--- config.mk ---
export PLATFORM = sky130hd
export DESIGN_NAME = humidity_band_relay_controller
export DESIGN_NICKNAME = d
export VERILOG_FILES = /design/src/hw/rtl/hbrc_pkg.sv /design/src/hw/rtl/hbrc_csr.sv /design/src/hw/rtl/hbrc_state.sv /design/src/hw/rtl/humidity_band_relay_controller.sv
export VERILOG_INCLUDE_DIRS = /design/src /design/src/hw/rtl
export SDC_FILE = /design/constraint.sdc
export NUM_CORES = 1
export LEC_CHECK = 0
export BUFFER_PORTS_ARGS = -buffer_cell sky130_fd_sc_hd__buf_2
export CORE_AREA = 2 2 113 115
export DETAILED_ROUTE_END_ITERATION = 16
export DIE_AREA = 0 0 115 117
export GPL_TIMING_DRIVEN = 1
export PLACE_DENSITY = 0.75
export SLEW_MARGIN = 40
export SYNTH_ARGS = -nofsm -noshare
export SYNTH_HDL_FRONTEND = slang
export SYNTH_SLANG_ARGS = --single-unit
--- constraint.sdc ---
create_clock -name clock -period 3.7 [get_ports clock]
set_input_delay 0.37 -clock clock [delete_from_list [all_inputs] [get_ports clock]]
set_output_delay 0.37 -clock clock [all_outputs]
set_load 0.02 [all_outputs]
--- src/hw/rtl/humidity_band_relay_controller_macros.svh ---
// ----------------------------------------------------------------------------
// humidity band relay controller assertion macros
// concurrent assertion helpers, compiled out when ASSERT_OFF is set
// ----------------------------------------------------------------------------
`ifndef HUMIDITY_BAND_RELAY_CONTROLLER_MACROS_SVH
`define HUMIDITY_BAND_RELAY_CONTROLLER_MACROS_SVH

`ifndef ASSERT_OFF

// antecedent in a cycle implies consequent in the same cycle
`define HBRC_ASSERT_IMPLY(label, clk, rst, ante, cons) \
   label: assert property (@(posedge clk) disable iff (rst) (ante) |-> (cons)) \
      else $error("assertion failed");

// expression never true out of reset
`define HBRC_ASSERT_NEVER(label, clk, rst, expr) \
   label: assert property (@(posedge clk) disable iff (rst) !(expr)) \
      else $error("assertion failed");

`else

`define HBRC_ASSERT_IMPLY(label, clk, rst, ante, cons)
`define HBRC_ASSERT_NEVER(label, clk, rst, expr)

`endif

`endif

--- src/hw/rtl/hbrc_pkg.sv ---
// ----------------------------------------------------------------------------
// hbrc_pkg
// shared widths, codes, structs and the indicator colour table
// ----------------------------------------------------------------------------
`default_nettype none

package hbrc_pkg;

   localparam int TIMER_BITS   = 24;
   localparam int LEVEL_BITS   = 10;
   localparam int TIMEOUT_BITS = 24;
   localparam int MODE_BITS    = 2;
   localparam int COLOUR_BITS  = 3;
   localparam int LED_BITS     = 8;
   localparam int CSR_IDX_BITS = 3;
   localparam int CSR_DATA_BITS = 24;
   // timer and timeout are compared at the wider of the two widths
   localparam int CMP_BITS = (TIMER_BITS > TIMEOUT_BITS) ? TIMER_BITS : TIMEOUT_BITS;

   // register indexes
   localparam logic [CSR_IDX_BITS-1:0] CSR_TARGET  = 3'd0;
   localparam logic [CSR_IDX_BITS-1:0] CSR_UPPER   = 3'd1;
   localparam logic [CSR_IDX_BITS-1:0] CSR_LOWER   = 3'd2;
   localparam logic [CSR_IDX_BITS-1:0] CSR_TIMEOUT = 3'd3;
   localparam logic [CSR_IDX_BITS-1:0] CSR_ANODE   = 3'd4;

   // reset values
   localparam logic [LEVEL_BITS-1:0]   TARGET_RST  = 10'd500;
   localparam logic [LEVEL_BITS-1:0]   UPPER_RST   = 10'd550;
   localparam logic [LEVEL_BITS-1:0]   LOWER_RST   = 10'd450;
   localparam logic [TIMEOUT_BITS-1:0] TIMEOUT_RST = 24'd60000;

   // mode codes
   localparam logic [MODE_BITS-1:0] MODE_IDLE  = 2'd0;
   localparam logic [MODE_BITS-1:0] MODE_HUM   = 2'd1;
   localparam logic [MODE_BITS-1:0] MODE_DEHUM = 2'd2;

   // colour codes
   localparam logic [COLOUR_BITS-1:0] COL_ORANGE = 3'd0;
   localparam logic [COLOUR_BITS-1:0] COL_GREEN  = 3'd1;
   localparam logic [COLOUR_BITS-1:0] COL_PURPLE = 3'd2;
   localparam logic [COLOUR_BITS-1:0] COL_AQUA   = 3'd3;
   localparam logic [COLOUR_BITS-1:0] COL_RED    = 3'd4;
   localparam logic [COLOUR_BITS-1:0] COL_ERROR  = 3'd5;

   // input kind codes
   localparam logic KIND_SAMPLE = 1'b0;
   localparam logic KIND_TICK   = 1'b1;

   typedef struct packed {
      logic [LEVEL_BITS-1:0]   target_level;
      logic [LEVEL_BITS-1:0]   upper_limit;
      logic [LEVEL_BITS-1:0]   lower_limit;
      logic [TIMEOUT_BITS-1:0] timeout_ms;
      logic                    common_anode;
   } cfg_type;

   typedef struct packed {
      logic                  humidifier_on;
      logic                  dehumidifier_on;
      logic [MODE_BITS-1:0]  mode;
      logic                  timed_out;
      logic [LED_BITS-1:0]   led_red;
      logic [LED_BITS-1:0]   led_green;
      logic [LED_BITS-1:0]   led_blue;
   } result_type;

   // red, green, blue levels of a colour code
   function automatic logic [3*LED_BITS-1:0] colour_rgb(input logic [COLOUR_BITS-1:0] code);
      logic [3*LED_BITS-1:0] rgb;
      case (code)
         COL_ORANGE: rgb = {8'he6, 8'h5c, 8'h00};
         COL_GREEN:  rgb = {8'h44, 8'h66, 8'h00};
         COL_PURPLE: rgb = {8'h66, 8'h00, 8'hcc};
         COL_AQUA:   rgb = {8'h00, 8'h99, 8'hff};
         COL_RED:    rgb = {8'h99, 8'h00, 8'h00};
         COL_ERROR:  rgb = {8'hff, 8'h00, 8'h00};
         default:    rgb = '0;
      endcase
      return rgb;
   endfunction

endpackage

`default_nettype wire

--- src/hw/rtl/hbrc_csr.sv ---
// ----------------------------------------------------------------------------
// hbrc_csr
// configuration register file, one write word per cycle
// ----------------------------------------------------------------------------
`default_nettype none

module hbrc_csr (
   input  wire logic                                 clock,
   input  wire logic                                 reset,
   input  wire logic                                 csr_valid,
   output logic                                      csr_ready,
   input  wire logic [hbrc_pkg::CSR_IDX_BITS-1:0]    csr_index,
   input  wire logic [hbrc_pkg::CSR_DATA_BITS-1:0]   csr_wdata,
   output hbrc_pkg::cfg_type                         cfg
);

   hbrc_pkg::cfg_type cfg_ff;
   hbrc_pkg::cfg_type cfg_in;

   assign csr_ready = 1'b1;
   assign cfg       = cfg_ff;

   always_comb begin
      cfg_in = cfg_ff;
      if (csr_valid) begin
         unique case (csr_index)
            hbrc_pkg::CSR_TARGET:
               cfg_in.target_level = csr_wdata[hbrc_pkg::LEVEL_BITS-1:0];
            hbrc_pkg::CSR_UPPER:
               cfg_in.upper_limit = csr_wdata[hbrc_pkg::LEVEL_BITS-1:0];
            hbrc_pkg::CSR_LOWER:
               cfg_in.lower_limit = csr_wdata[hbrc_pkg::LEVEL_BITS-1:0];
            hbrc_pkg::CSR_TIMEOUT:
               cfg_in.timeout_ms = csr_wdata[hbrc_pkg::TIMEOUT_BITS-1:0];
            hbrc_pkg::CSR_ANODE:
               cfg_in.common_anode = csr_wdata[0];
            default: ;
         endcase
      end
   end

   always_ff @(posedge clock) begin
      if (reset) begin
         cfg_ff.target_level <= hbrc_pkg::TARGET_RST;
         cfg_ff.upper_limit  <= hbrc_pkg::UPPER_RST;
         cfg_ff.lower_limit  <= hbrc_pkg::LOWER_RST;
         cfg_ff.timeout_ms   <= hbrc_pkg::TIMEOUT_RST;
         cfg_ff.common_anode <= 1'b0;
      end else begin
         cfg_ff <= cfg_in;
      end
   end

endmodule

`default_nettype wire

--- src/hw/rtl/hbrc_state.sv ---
// ----------------------------------------------------------------------------
// hbrc_state
// mode, watchdog timer and colour state with the per-word update logic
// ----------------------------------------------------------------------------
`default_nettype none

module hbrc_state (
   input  wire logic                               clock,
   input  wire logic                               reset,
   input  wire hbrc_pkg::cfg_type                  cfg,
   input  wire logic                               fire,
   input  wire logic                               kind,
   input  wire logic [hbrc_pkg::LEVEL_BITS-1:0]    humidity,
   output hbrc_pkg::result_type                    result
);

   logic [hbrc_pkg::MODE_BITS-1:0]   mode_ff,   mode_in;
   logic [hbrc_pkg::TIMER_BITS-1:0]  quiet_ff,  quiet_in;
   logic [hbrc_pkg::COLOUR_BITS-1:0] colour_ff, colour_in;

   logic [hbrc_pkg::TIMER_BITS-1:0]  quiet_inc;
   logic                             expired;
   logic                             rejudge;
   logic [hbrc_pkg::MODE_BITS-1:0]   judge_mode;
   logic [hbrc_pkg::COLOUR_BITS-1:0] judge_colour;
   logic                             fired;
   logic [3*hbrc_pkg::LED_BITS-1:0]  rgb;

   // saturating watchdog increment
   assign quiet_inc = (quiet_ff == {hbrc_pkg::TIMER_BITS{1'b1}}) ?
                      quiet_ff : quiet_ff + hbrc_pkg::TIMER_BITS'(1);
   assign expired   = hbrc_pkg::CMP_BITS'(quiet_inc) >= hbrc_pkg::CMP_BITS'(cfg.timeout_ms);

   // idle band judgement, upper limit tested first
   always_comb begin
      if (humidity > cfg.upper_limit) begin
         judge_mode   = hbrc_pkg::MODE_DEHUM;
         judge_colour = hbrc_pkg::COL_RED;
      end else if (humidity < cfg.lower_limit) begin
         judge_mode   = hbrc_pkg::MODE_HUM;
         judge_colour = hbrc_pkg::COL_AQUA;
      end else begin
         judge_mode   = hbrc_pkg::MODE_IDLE;
         judge_colour = hbrc_pkg::COL_GREEN;
      end
   end

   always_comb begin
      rejudge   = 1'b0;
      mode_in   = mode_ff;
      colour_in = colour_ff;
      quiet_in  = quiet_ff;
      fired     = 1'b0;
      if (kind == hbrc_pkg::KIND_SAMPLE) begin
         quiet_in = '0;
         unique case (mode_ff)
            hbrc_pkg::MODE_DEHUM: rejudge = humidity <= cfg.target_level;
            hbrc_pkg::MODE_HUM:   rejudge = humidity >= cfg.target_level;
            hbrc_pkg::MODE_IDLE:  rejudge = 1'b1;
            default: begin
               mode_in   = hbrc_pkg::MODE_IDLE;
               colour_in = hbrc_pkg::COL_ERROR;
            end
         endcase
         if (rejudge) begin
            mode_in   = judge_mode;
            colour_in = judge_colour;
         end
      end else begin
         quiet_in = quiet_inc;
         if (expired) begin
            mode_in   = hbrc_pkg::MODE_IDLE;
            colour_in = hbrc_pkg::COL_PURPLE;
            fired     = 1'b1;
         end
      end
   end

   assign rgb = hbrc_pkg::colour_rgb(colour_in) ^ {(3*hbrc_pkg::LED_BITS){cfg.common_anode}};

   always_comb begin
      result.humidifier_on   = mode_in == hbrc_pkg::MODE_HUM;
      result.dehumidifier_on = mode_in == hbrc_pkg::MODE_DEHUM;
      result.mode            = mode_in;
      result.timed_out       = fired;
      result.led_red         = rgb[3*hbrc_pkg::LED_BITS-1:2*hbrc_pkg::LED_BITS];
      result.led_green       = rgb[2*hbrc_pkg::LED_BITS-1:hbrc_pkg::LED_BITS];
      result.led_blue        = rgb[hbrc_pkg::LED_BITS-1:0];
   end

   always_ff @(posedge clock) begin
      if (reset) begin
         mode_ff   <= hbrc_pkg::MODE_IDLE;
         quiet_ff  <= '0;
         colour_ff <= hbrc_pkg::COL_ORANGE;
      end else if (fire) begin
         mode_ff   <= mode_in;
         quiet_ff  <= quiet_in;
         colour_ff <= colour_in;
      end
   end

endmodule

`default_nettype wire

--- src/hw/rtl/humidity_band_relay_controller.sv ---
// timing: an accepted word is held in the input register, and its result is registered
// in the result register once that register can take it; one word per cycle while rsp_stall is low
// the result register frees the input register whenever it is empty or taken
// reset: synchronous active high, clears mode to idle, timer to zero,
// colour to orange, pipeline valids and all configuration to defaults
// ----------------------------------------------------------------------------
// humidity_band_relay_controller
// hysteresis humidity relay control with a millisecond watchdog
// ----------------------------------------------------------------------------
`default_nettype none

`include "humidity_band_relay_controller_macros.svh"

module humidity_band_relay_controller (
   input  wire logic                                clock,
   input  wire logic                                reset,
   input  wire logic                                req_valid,
   output logic                                     req_stall,
   input  wire logic                                req_kind,
   input  wire logic [hbrc_pkg::LEVEL_BITS-1:0]     req_humidity,
   output logic                                     rsp_valid,
   input  wire logic                                rsp_stall,
   output logic                                     rsp_humidifier_on,
   output logic                                     rsp_dehumidifier_on,
   output logic [hbrc_pkg::MODE_BITS-1:0]           rsp_mode,
   output logic                                     rsp_timed_out,
   output logic [hbrc_pkg::LED_BITS-1:0]            rsp_led_red,
   output logic [hbrc_pkg::LED_BITS-1:0]            rsp_led_green,
   output logic [hbrc_pkg::LED_BITS-1:0]            rsp_led_blue,
   input  wire logic                                csr_valid,
   output logic                                     csr_ready,
   input  wire logic [hbrc_pkg::CSR_IDX_BITS-1:0]   csr_index,
   input  wire logic [hbrc_pkg::CSR_DATA_BITS-1:0]  csr_wdata
);

   hbrc_pkg::cfg_type    cfg;
   hbrc_pkg::result_type result;
   hbrc_pkg::result_type out_ff;

   logic                              in_vld_ff, in_vld_in;
   logic                              in_kind_ff;
   logic [hbrc_pkg::LEVEL_BITS-1:0]   in_hum_ff;
   logic                              out_vld_ff, out_vld_in;
   logic                              advance;
   logic                              fire;
   logic                              take;

   hbrc_csr u_csr (
      .clock     (clock),
      .reset     (reset),
      .csr_valid (csr_valid),
      .csr_ready (csr_ready),
      .csr_index (csr_index),
      .csr_wdata (csr_wdata),
      .cfg       (cfg)
   );

   hbrc_state u_state (
      .clock    (clock),
      .reset    (reset),
      .cfg      (cfg),
      .fire     (fire),
      .kind     (in_kind_ff),
      .humidity (in_hum_ff),
      .result   (result)
   );

   // result register can take a new word when empty or being drained
   assign advance   = !out_vld_ff || !rsp_stall;
   assign fire      = in_vld_ff && advance;
   assign req_stall = in_vld_ff && !advance;
   assign take      = req_valid && !req_stall;

   always_comb begin
      in_vld_in = in_vld_ff;
      if (take) begin
         in_vld_in = 1'b1;
      end else if (fire) begin
         in_vld_in = 1'b0;
      end
      out_vld_in = advance ? in_vld_ff : out_vld_ff;
   end

   always_ff @(posedge clock) begin
      if (reset) begin
         in_vld_ff  <= 1'b0;
         out_vld_ff <= 1'b0;
      end else begin
         in_vld_ff  <= in_vld_in;
         out_vld_ff <= out_vld_in;
      end
   end

   always_ff @(posedge clock) begin
      if (take) begin
         in_kind_ff <= req_kind;
         in_hum_ff  <= req_humidity;
      end
      if (fire) begin
         out_ff <= result;
      end
   end

   assign rsp_valid           = out_vld_ff;
   assign rsp_humidifier_on   = out_ff.humidifier_on;
   assign rsp_dehumidifier_on = out_ff.dehumidifier_on;
   assign rsp_mode            = out_ff.mode;
   assign rsp_timed_out       = out_ff.timed_out;
   assign rsp_led_red         = out_ff.led_red;
   assign rsp_led_green       = out_ff.led_green;
   assign rsp_led_blue        = out_ff.led_blue;

   `HBRC_ASSERT_IMPLY(a_timeout_idle, clock, reset, rsp_valid && rsp_timed_out, rsp_mode == hbrc_pkg::MODE_IDLE)
   `HBRC_ASSERT_IMPLY(a_full_stalls, clock, reset, in_vld_ff && out_vld_ff && rsp_stall, req_stall)
   `HBRC_ASSERT_IMPLY(a_relay_follows_mode, clock, reset, rsp_valid, rsp_humidifier_on == (rsp_mode == hbrc_pkg::MODE_HUM))
   `HBRC_ASSERT_NEVER(a_relays_exclusive, clock, reset, rsp_valid && rsp_humidifier_on && rsp_dehumidifier_on)

endmodule

`default_nettype wire
==> results of run 1 <==
[synth_stat cells (2+ instances only)]
cell and number:
nand4_1 9, a21o_1 11, o221a_4 2, nor2b_1 6, buf_4 16, a21oi_1 66
o211ai_1 2, a2bb2oi_1 2, and4_1 7, dfxtp_1 86, a31oi_1 3, nor3_1 19
and3_1 4, nand4b_1 2, clkbuf_2 2, nor4_1 4, o21ai_0 17, nand2_1 126
nand3_1 14, clkbuf_1 27, ha_1 54, a211o_1 10, a211oi_1 7, a22oi_1 8
o21a_1 2, mux2i_1 8, xnor2_1 21, or3_1 2, inv_1 63, nand3b_1 13
edfxtp_1 25, xor2_1 11, nand2b_1 6, and2_1 4, nor2_1 66
[cells by family (layout without fill, tap and decap cells)]
logic type / count (synthesis) / in the layout / synth area share [%]
compound gates: 141 / 141 / 14.6
xor+xnor: 32 / 32 / 4.43
fa+ha+maj: 54 / 54 / 10.7
buf+inv: 109 / 228 / 7.48
flops: 111 / 111 / 39.1
mux: 9 / 9 / 1.44
other cells: 1 / 1 / 0.0593
simple gates: 292 / 292 / 22.3
[metal layers]
metal	part of all wire (%)	vias up	wire (µm)
met1	44	2582	6620
met4	1.7	0	246
met2	48	173	7160
li1	-	2781	-
met3	5.8	21	857
met5	0	-	0
[flip-flops by register name (all words and copies together) (netlist names)]
signal / count
rsp_led_blue: 1
rsp_mode: 2
in_vld_ff: 1
in_kind_ff: 1
rsp_valid: 1
u_csr.cfg: 55
u_state.mode_ff: 2
rsp_led_green: 4
u_state.quiet_ff: 24
u_state.colour_ff: 3
rsp_led_red: 4
rsp_humidifier_on: 1
rsp_dehumidifier_on: 1
in_hum_ff: 10
rsp_timed_out: 1
[layout make-up]
cell class | count | area, µm² | area share [%]
clock buffers | 10 | 229 | 3.01
clock inverters | 6 | 61.3 | 0.805
inverters | 63 | 236 | 3.10
multi-input cells | 529 | 3490 | 45.8
flip-flops and latches | 111 | 2470 | 32.5
well taps | 150 | 188 | 2.46
repair buffers | 149 | 942 | 12.4
[cells in the final DEF (no fill, tap or decap), types with 12 or more instances in the layout]
master,instances
ha_1,53
buf_4,76
nand2_1,125
nand3b_1,13
dfxtp_1,84
xnor2_1,20
nor3_1,18
edfxtp_1,25
inv_1,63
nor2_1,63
nand3_1,12
o21ai_0,17
a21oi_1,63
buf_2,72
[worst max-delay path, stage by stage (launching register included)]
cell,delay [ns]
dfxtp_2,0.32
and4_4,0.19
and4_4,0.20
a211oi_2,0.25
nand2_1,0.13
nor2_2,0.13
buf_4,0.13
nand4_1,0.15
xnor2_1,0.18
ha_1,0.29
nand4_1,0.13
nor4_2,0.31
nand3_1,0.11
o211ai_1,0.25
o21ai_2,0.10
buf_4,0.17
o221a_4,0.13
xnor2_2,0.16
nor2_2,0.05
xor2_1,0.14
[power by group]
group / leakage, µW / internal (µW) / switching (µW)
logic: 0.00236 / 143 / 214
registers: 0.000940 / 1290 / 28.1
clock network: 0.000132 / 522 / 444
total: 0.00343 / 1950 / 686
[path summary, 6_finish.rpt]
kind / from / depth (start not counted) / end
worst max-delay path: u_state.quiet_ff[16]$_SDFFE_PP0P_ / 19 / rsp_led_green[4]$_DFFE_PP_
worst min-delay path: req_humidity[6] / 1 / in_hum_ff[6]$_DFFE_PP_
worst max register to register: u_state.quiet_ff[16]$_SDFFE_PP0P_ / 19 / rsp_led_green[4]$_DFFE_PP_
worst min register to register: u_csr.cfg[42]$_SDFFE_PP0P_ / 2 / u_csr.cfg[42]$_SDFFE_PP0P_
[timing repair]
item / CTS / global route
gates resized for setup: 12 / 13
setup endpoints to repair: 6 / 16
pin swaps: 16 / 14
hold endpoints to repair: 0 / 0
setup buffers: 18 / 4
[through the flow]
step | power [µW] | instances | TNS (ns) | instance area, µm²
after floorplan | 1580 | 749 | 0 | 6330
after global placement | 1670 | 981 | -0.0405 | 7060
after detailed placement | 1680 | 981 | -0.335 | 7060
after CTS | 2640 | 1015 | -0.00204 | 7540
after global routing | 2740 | 1018 | -3.23 | 7620
final | 2640 | 1018 | -0.114 | 7620
==> results by group, run 1 <==
Worst hold path
  – HP Class: input pin to flip-flop

Floorplan
  – Io pins: 75
  – Chip Height: 117 µm
  – Chip Width: 115 µm
  – Initial core utilization: 51.4%
  – CORE AREA: between 10000 and 15000 µm²
  – # rows: 41
  – Die Area: 13500 µm²

Logic synthesis
  – Netlist cell types: 59
  – Top post-synthesis cells by area: dfxtp_1 (27%), edfxtp_1 (12%), ha_1 (11%)
  – Main synth FF type: dfxtp_1
  – Post-synth top area share: 27.2%
  – Syn_nets: 846
  – Mean Syn Cell Area: 8.45 µm²
  – Synthesized area: 6330 µm²
  – YS warnings: 0
  – Yosys top cell by area: dfxtp_1
  – Post-synth EDFFs: 25
  – Seq/Total Area, Yosys: 39.1%
  – Syn Inst Count: roughly 750
  – #FFs+latches synth: 111
  – FFs w/ async S/R, synth: 0%

Detailed routing
  – Vias: 5557
  – Iteration count of the initial detailed-routing pass: 5
  – Avg Vias per Cell: 5.46
  – Antenna Nets Post-Route: 0
  – DR WL/cell: approximately 15 µm
  – # DRC: 0
  – DRC marker count from the first detailed-route iteration: 387
  – Drt total wl: 14.9 mm

Worst setup path
  – Required @ worst endpoint: 3.78 ns
  – Endpoint type of the worst setup path: flip-flop
  – CP startpoint kind: flip-flop
  – Critical Path Fanout Max: 4
  – Critical path arrival: 3.84 ns
  – Internal reg-to-reg setup slack: -0.06 ns
  – Setup CP Type: flip-flop to flip-flop

Timing
  – Minimum clock period: between 3 and 4 ns
  – Final number of hold-violating endpoints: 0
  – Slew Limit Headroom: 47.7%
  – RSZ-0062 raised after global routing: yes
  – Final Setup Violations: 4
  – Pins Over Slew Limit: 0
  – Clk_skew: 0.00831 ns
  – PnR worst setup slack: -0.0620 ns
  – Fmax: 266 MHz
  – Min Hold Slack: 0.186 ns
  – Slew @ Worst Pin: 0.783 ns
  – Final worst path period share: 102%

Clock tree
  – Clock slew at reported path FFs: 0.08 ns
  – Max clock buf depth: 2
  – Root cell of the clock tree: clkbuf_16
  – Clock Latency Late Sink: between 0.3 and 0.4 ns
  – H-Tree Depth: 3
  – CTS tree: done
  – CTS Sinks: 111
  – Post-CTS Hold Buffers: 0
  – CTS buffer count: 9

Placed design
  – GP Congestion: ~0.86
  – Input/output buffers: 73
  – Pre-CTS WS: -0.130 ns
  – DPL Wire Length: 10.5 mm

Global route
  – Grt ovf: 0
  – Largest net degree at the start of global routing: 46
  – GR Util met1: 29.9%
  – Initial antenna violation count: 0
  – Busiest grt layer: met2
  – First-pass GRT wire length: 24.6 mm
  – Global Route met2 Usage: 39.7%
  – All-Layer GR Usage: 23.1%
  – Vias in the first global route: 5288
  – GR Util met3: 3.76%

Finish
  – Area grow syn2layout: 20.4%
  – N_diodes: 0
  – Fraction of layout cells with a size suffix above 1: 23.4%
  – FILL cells: 1052
  – Core Util, Final: between 60% and 70%
  – Final net count: 960

Pwr
  – Power per cell area: 346 nW/µm²
  – Worst IR Drop VDD: 229 µV
  – Pleak: 0.00343 µW

Outcome
  – Violations in the final reports: setup timing
  – Status: complete, but fails checks

Flow run
  – Max-cap violations: 0
No activity file was read; power rests on OpenSTA's default activity.
==> run 2: changes to the inputs <==
--- a/config.mk
+++ b/config.mk
@@ -7,11 +7,14 @@
 export NUM_CORES = 1
 export LEC_CHECK = 0
 export BUFFER_PORTS_ARGS = -buffer_cell sky130_fd_sc_hd__buf_2
-export CORE_AREA = 2 2 113 115
+export CELL_PAD_IN_SITES_DETAIL_PLACEMENT = 1
+export CELL_PAD_IN_SITES_GLOBAL_PLACEMENT = 1
+export CORE_AREA = 2 2 129 131
 export DETAILED_ROUTE_END_ITERATION = 16
-export DIE_AREA = 0 0 115 117
+export DIE_AREA = 0 0 131 133
 export GPL_TIMING_DRIVEN = 1
-export PLACE_DENSITY = 0.75
+export PLACE_DENSITY_LB_ADDON = 0.1
+export RECOVER_POWER = 100
 export SLEW_MARGIN = 40
 export SYNTH_ARGS = -nofsm -noshare
 export SYNTH_HDL_FRONTEND = slang
==> results by group, run 2 (same netlist as run 1, synthesis figures left out) <==
Outcome
  – Status: complete, but fails checks
  – Violations in the final reports: capacitance limit, slew limit, setup timing

Detailed routing
  – Avg Vias per Cell: 5.11
  – # DRC: 0
  – Drt total wl: around 18 mm
  – DR WL/cell: about 17 µm
  – DRC marker count from the first detailed-route iteration: 254
  – Iteration count of the initial detailed-routing pass: 4
  – Vias: 5547
  – Antenna Nets Post-Route: 0

Worst setup path
  – Critical path arrival: 3.81 ns
  – CP startpoint kind: flip-flop
  – Setup CP Type: flip-flop to flip-flop
  – Peak per-stage delay on the critical path: 0.34 ns
  – Endpoint type of the worst setup path: flip-flop
  – Internal reg-to-reg setup slack: -0.02 ns
  – Crit path max-delay family: compound AO/OA/AOI/OAI gates
  – Cell count along the critical path: 17
  – CP most frequent cell: buf_4
  – Worst setup endpoint: rsp_led_green[0]$_DFFE_PP_
  – CP Cell Sequence: and4_4, nand2_4, a211oi_4, buf_4, buf_4, nand4_1, xnor2_2, ha_1, a21oi_2, o21ai_0, a22oi_1, o211ai_1, o21ai_2, o221a_4, nand2b_4, nor2_4, xor2_1
  – Slowest-stage cell, CP: dfxtp_2
  – CP Buf/Inv Count: 2
  – Reg-to-reg endpoint: rsp_led_green[0]$_DFFE_PP_
  – Required @ worst endpoint: 3.79 ns
  – Critical Path Fanout Max: 8
  – Worst r2r src: u_state.quiet_ff[5]$_SDFFE_PP0P_
  – Worst R2R Path Depth: 17
  – CP startpoint: u_state.quiet_ff[5]$_SDFFE_PP0P_

Clock tree
  – CTS Sinks: roughly 110
  – CTS buffer count: 9
  – Post-CTS Hold Buffers: 0
  – H-Tree Depth: 3
  – Root cell of the clock tree: clkbuf_16
  – Max clock buf depth: 2
  – CTS tree: done
  – Clock Latency Late Sink: about 0.36 ns
  – Clock slew at reported path FFs: 0.08 ns

Finish
  – FILL cells: between 1500 and 2000
  – Commonest cells after routing, fill and taps aside: nand2_1 (119), dfxtp_1 (78), buf_4 (65)
  – Final net count: between 900 and 1000
  – Fin cells: ~1100
  – Fraction of layout cells with a size suffix above 1: between 20 and 25%
  – Area grow syn2layout: 24.1%
  – Max reg flops: 55
  – N_diodes: 0
  – Commonest non-fill, non-tap cell in the layout: nand2_1

Global route
  – Initial antenna violation count: 0
  – Vias in the first global route: between 5000 and 6000
  – Largest net degree at the start of global routing: 64
  – First-pass GRT wire length: 28.6 mm
  – Grt ovf: 0
  – All-Layer GR Usage: 20.7%

Timing
  – Final number of hold-violating endpoints: 0
  – Clk_skew: 0.00862 ns
  – Minimum clock period: ~3.7 ns
  – RSZ-0062 raised after global routing: yes
  – Pins Over Slew Limit: 35
  – Final worst path period share: 101%
  – Final Setup Violations: 4
  – Fmax: 269 MHz
  – PnR worst setup slack: -0.0211 ns
  – Slew @ Worst Pin: 1.77 ns
  – Slew Limit Headroom: -18.2%

Floorplan
  – Chip Width: around 130 µm
  – Initial core utilization: 39.1%
  – # rows: 47
  – Io pins: 75
  – Die Area: 17400 µm²
  – Chip Height: 133 µm
  – CORE AREA: about 16000 µm²

Placed design
  – GP Congestion: 0.904
  – Inst Count DP: between 1000 and 1500
  – DPL Wire Length: 13.2 mm
  – Pre-CTS WS: -0.352 ns
  – Input/output buffers: 73

Flow run
  – Max-cap violations: 1

Pwr
  – Worst IR Drop VDD: between 150 and 200 µV
  – Pint: 1960 µW
  – Pleak: ~0.0034 µW
  – Clock power share: 37.2%
  – Power per cell area: 341 nW/µm²
  – Switch Pwr: 723 µW
  – Switch share: 27.0%
  – Comb pwr share: 13.7%
  – Sequential power share: 49.1%

Worst hold path
  – HP Class: input pin to flip-flop
[run 2: cell count changes in the layout (fill, tap and decap cells not counted), sizes merged]
cell      delta
buf         -40
clkbuf      +38
clkinv       +1
clkinvlp     -2
[run 2: final cells by class]
class,instances,area (µm²),share of cell area (%)
Multi-Input combinational cell,529,3670,46.8
Sequential cell,111,2490,31.7
Timing Repair Buffer,146,886,11.3
Tap cell,220,275,3.51
Inverter,63,236,3.01
Clock buffer,11,233,2.96
Clock inverter,5,60.1,0.765
[run 2: repair_timing]
item                       CTS  global route
setup endpoints to repair   12            13
pin swaps                   14            32
setup buffers                4            11
resized for setup           31            44
cloned                       0             0
[run 2: power by group through the flow]
stage	sequential [µW]	combinational, µW	clock, µW
2_1_floorplan	1350	237	0
3_3_place_gp	1340	337	0
3_5_place_dp	1340	353	0
4_1_cts	1320	366	1020
5_1_grt	1320	410	1070
6_report	1320	368	997
[run 2: through the flow]
step	hold WS, ns	utilization [%]	area (µm²)	setup TNS, ns	total power, µW
2_1_floorplan	0.436	-	6330	0	1580
3_3_place_gp	0.444	44.3	7170	-1.22	1680
3_5_place_dp	0.451	44.5	7190	-2.34	1700
4_1_cts	0.181	47.4	7660	0	2700
5_1_grt	0.179	48.6	7850	-1.31	2800
6_report	0.190	48.6	7850	-0.0314	2680
[run 2: worst min-delay path by stage]
stage                                                 start                                end  slack (ns)  cells past startpoint
after floorplan           u_state.colour_ff[2]$_SDFFE_PP0P_  u_state.colour_ff[2]$_SDFFE_PP0P_        0.44                      2
after global placement           u_csr.cfg[11]$_SDFFE_PP0P_         u_csr.cfg[11]$_SDFFE_PP0P_        0.44                      2
after detailed placement          u_csr.cfg[2]$_SDFFE_PP0P_          u_csr.cfg[2]$_SDFFE_PP0P_        0.45                      2
after CTS                                   req_humidity[3]             in_hum_ff[3]$_DFFE_PP_        0.18                      1
after global routing                               req_kind               in_kind_ff$_DFFE_PP_        0.18                      1
final                                       req_humidity[3]             in_hum_ff[3]$_DFFE_PP_        0.19                      1
[run 2: metal layers]
layer  track usage [%]  vias to the layer above  share of wire (%)
met4              5.14                        0                1.0
met2              36.6                       59                 51
met3              1.94                       11                2.3
met1              26.9                     2706                 46
met5                 0                        -                  0
li1                  -                     2771                  -
==> run 3: changes to the inputs <==
==> constraint.sdc (replaced) <==
create_clock -name clock -period 3.1 [get_ports clock]
set_input_delay 0.31 -clock clock [delete_from_list [all_inputs] [get_ports clock]]
set_output_delay 0.31 -clock clock [all_outputs]
set_load 0.02 [all_outputs]
==> results by group, run 3 (same netlist as run 1, synthesis figures left out) <==
Outcome
  – Status: complete, but fails checks
  – Violations in the final reports: capacitance limit, slew limit, setup timing

Finish
  – Max reg flops: 55
  – Fraction of layout cells with a size suffix above 1: between 20% and 30%
  – N_diodes: 0
  – Final net count: 984
  – Commonest cells after routing, fill and taps aside: nand2_1 (116), buf_4 (89), dfxtp_1 (70)
  – Core Util, Final: 50.3%
  – Area grow syn2layout: 28.5%
  – Commonest non-fill, non-tap cell in the layout: nand2_1

Detailed routing
  – Iteration count of the initial detailed-routing pass: 4
  – # DRC: 0
  – Drt total wl: 19.5 mm
  – Vias: 5767
  – DRC marker count from the first detailed-route iteration: 272
  – Antenna Nets Post-Route: 0
  – Avg Vias per Cell: 5.19
  – DR WL/cell: 17.5 µm

Worst hold path
  – HP Class: input pin to flip-flop
  – Worst Hold Launch: req_humidity[9]
  – Hold endpoint: in_hum_ff[9]$_DFFE_PP_
  – Hold path cells: 1

Pwr
  – Tot Pwr: 3460 µW
  – Power per cell area: 426 nW/µm²
  – Pleak: 0.00360 µW
  – Worst IR Drop VDD: about 290 µV

Floorplan
  – Die Area: between 15000 and 20000 µm²
  – Chip Width: 131 µm
  – CORE AREA: 16200 µm²
  – Chip Height: 133 µm
  – Io pins: 75
  – # rows: 47
  – Initial core utilization: 39.1%

Timing
  – Slew @ Worst Pin: 1.88 ns
  – Final worst path period share: 118%
  – Clk_skew: ~0.0075 ns
  – Slew Limit Headroom: -25.3%
  – RSZ-0062 raised after global routing: yes
  – Pins Over Slew Limit: between 80 and 90
  – PnR worst setup slack: -0.557 ns
  – Setup_tns: -8.41 ns
  – Final number of hold-violating endpoints: 0
  – Fmax: 273 MHz
  – Minimum clock period: 3.66 ns
  – Min Hold Slack: 0.116 ns
  – Final Setup Violations: 19

Worst setup path
  – CP startpoint kind: flip-flop
  – Internal reg-to-reg setup slack: -0.56 ns
  – CP Buf/Inv Count: 0
  – Crit path max-delay family: simple AND/OR/NAND/NOR gates
  – Peak per-stage delay on the critical path: 0.36 ns
  – Critical path arrival: 3.75 ns
  – Worst r2r src: u_state.quiet_ff[19]$_SDFFE_PP0P_
  – Slowest-stage cell, CP: nor4_2
  – Setup CP Type: flip-flop to flip-flop
  – Critical Path Fanout Max: 6
  – Worst R2R Path Depth: 17
  – CP Cell Sequence: and4_4, and4_4, a211oi_4, nand2_2, nor2_4, nand3_2, xnor2_2, ha_1, nand4_1, nor4_2, nand3_1, o211ai_1, o21ai_2, o221a_4, xnor2_2, nor2_1, xor2_1
  – Endpoint type of the worst setup path: flip-flop
  – Required @ worst endpoint: 3.19 ns
  – Reg-to-reg endpoint: rsp_led_green[4]$_DFFE_PP_

Placed design
  – GP Congestion: 0.885
  – DPL Wire Length: roughly 14 mm
  – Input/output buffers: 73
  – Pre-CTS WS: -0.679 ns

Global route
  – Grt ovf: 0
  – Vias in the first global route: between 6000 and 7000
  – All-Layer GR Usage: 22.7%
  – First-pass GRT wire length: about 30 mm
  – Largest net degree at the start of global routing: between 80 and 90
  – Initial antenna violation count: 0

Clock tree
  – Max clock buf depth: 2
  – CTS buffer count: 9
  – Clock slew at reported path FFs: approximately 0.08 ns
  – Post-CTS Hold Buffers: 0
  – CTS Sinks: 111
  – Root cell of the clock tree: clkbuf_16
  – CTS tree: done
  – H-Tree Depth: 3
  – Clock Latency Late Sink: between 0.3 and 0.4 ns

Flow run
  – Max-cap violations: 1
-- run 3: cell types whose count changed in the layout (fill, tap and decap cells not counted), sizes merged --
cell / delta
clkbuf: -2
buf: +27
clkinv: -1
bufinv: +2
o221a: +1
clkinvlp: -1
inv: +1
-- run 3: where the power goes --
part | total, µW | switching [µW] | internal (µW)
clock | 1420 | 578 | 843
combinational | 471 | 284 | 186
sequential | 1570 | 37.0 | 1530
total | 3460 | 899 | 2560
-- run 3: how the worst max path moves through the flow --
stage,to,depth (start not counted),slack [ns],startpoint
2_1_floorplan,rsp_led_green[4]$_DFFE_PP_,17,-0.37,u_state.quiet_ff[19]$_SDFFE_PP0P_
3_3_place_gp,rsp_led_green[4]$_DFFE_PP_,16,-0.61,u_state.quiet_ff[19]$_SDFFE_PP0P_
3_5_place_dp,rsp_led_green[0]$_DFFE_PP_,16,-0.68,u_state.quiet_ff[19]$_SDFFE_PP0P_
4_1_cts,rsp_led_green[6]$_DFFE_PP_,17,-0.50,u_state.quiet_ff[1]$_SDFFE_PP0P_
5_1_grt,u_state.colour_ff[1]$_SDFFE_PP0P_,18,-0.74,u_state.quiet_ff[19]$_SDFFE_PP0P_
6_report,rsp_led_green[4]$_DFFE_PP_,17,-0.56,u_state.quiet_ff[19]$_SDFFE_PP0P_
-- run 3: layout make-up --
| cell class | count | area, µm² |
|---|---|---|
| fill | 1954 | 8050 |
| multi-input combinational | 530 | 3680 |
| sequential | 111 | 2490 |
| timing repair buffer | 172 | 1070 |
| tap | 220 | 275 |
| clock buffer | 10 | 250 |
| inverter | 63 | 239 |
| clock inverter | 6 | 113 |
-- run 3: through the flow --
stage | instance area [µm²] | std cells
finish | 8130 | 1112
floorplan | 6420 | 749
CTS | 8080 | 1107
global placement | 7420 | 1076
global route | 8130 | 1112
detailed placement | 7420 | 1076
-- run 3: repair_timing --
item,4_1_cts,5_1_grt
setup buffers,15,5
cloned,1,0
resized for setup,51,17
endpoints found under the setup margin,19,19
pin swaps,30,14
-- run 3: metal layers --
metal,global-route usage (%),vias to the layer above,part of all wire [%]
met5,0,-,0
met4,7.45,0,2.0
met3,3.03,26,2.2
met2,42.1,84,53
met1,26.5,2838,43
li1,-,2819,-
-- run 3: worst register-to-register path, cell delays in order (launching register included) --
cell and delay (ns):
dfxtp_2 0.32, and4_4 0.19, and4_4 0.17, a211oi_4 0.23
nand2_2 0.13, nor2_4 0.13, nand3_2 0.11, xnor2_2 0.15
ha_1 0.31, nand4_1 0.17, nor4_2 0.36, nand3_1 0.12
o211ai_1 0.27, o21ai_2 0.18, o221a_4 0.19, xnor2_2 0.16
nor2_1 0.06, xor2_1 0.13
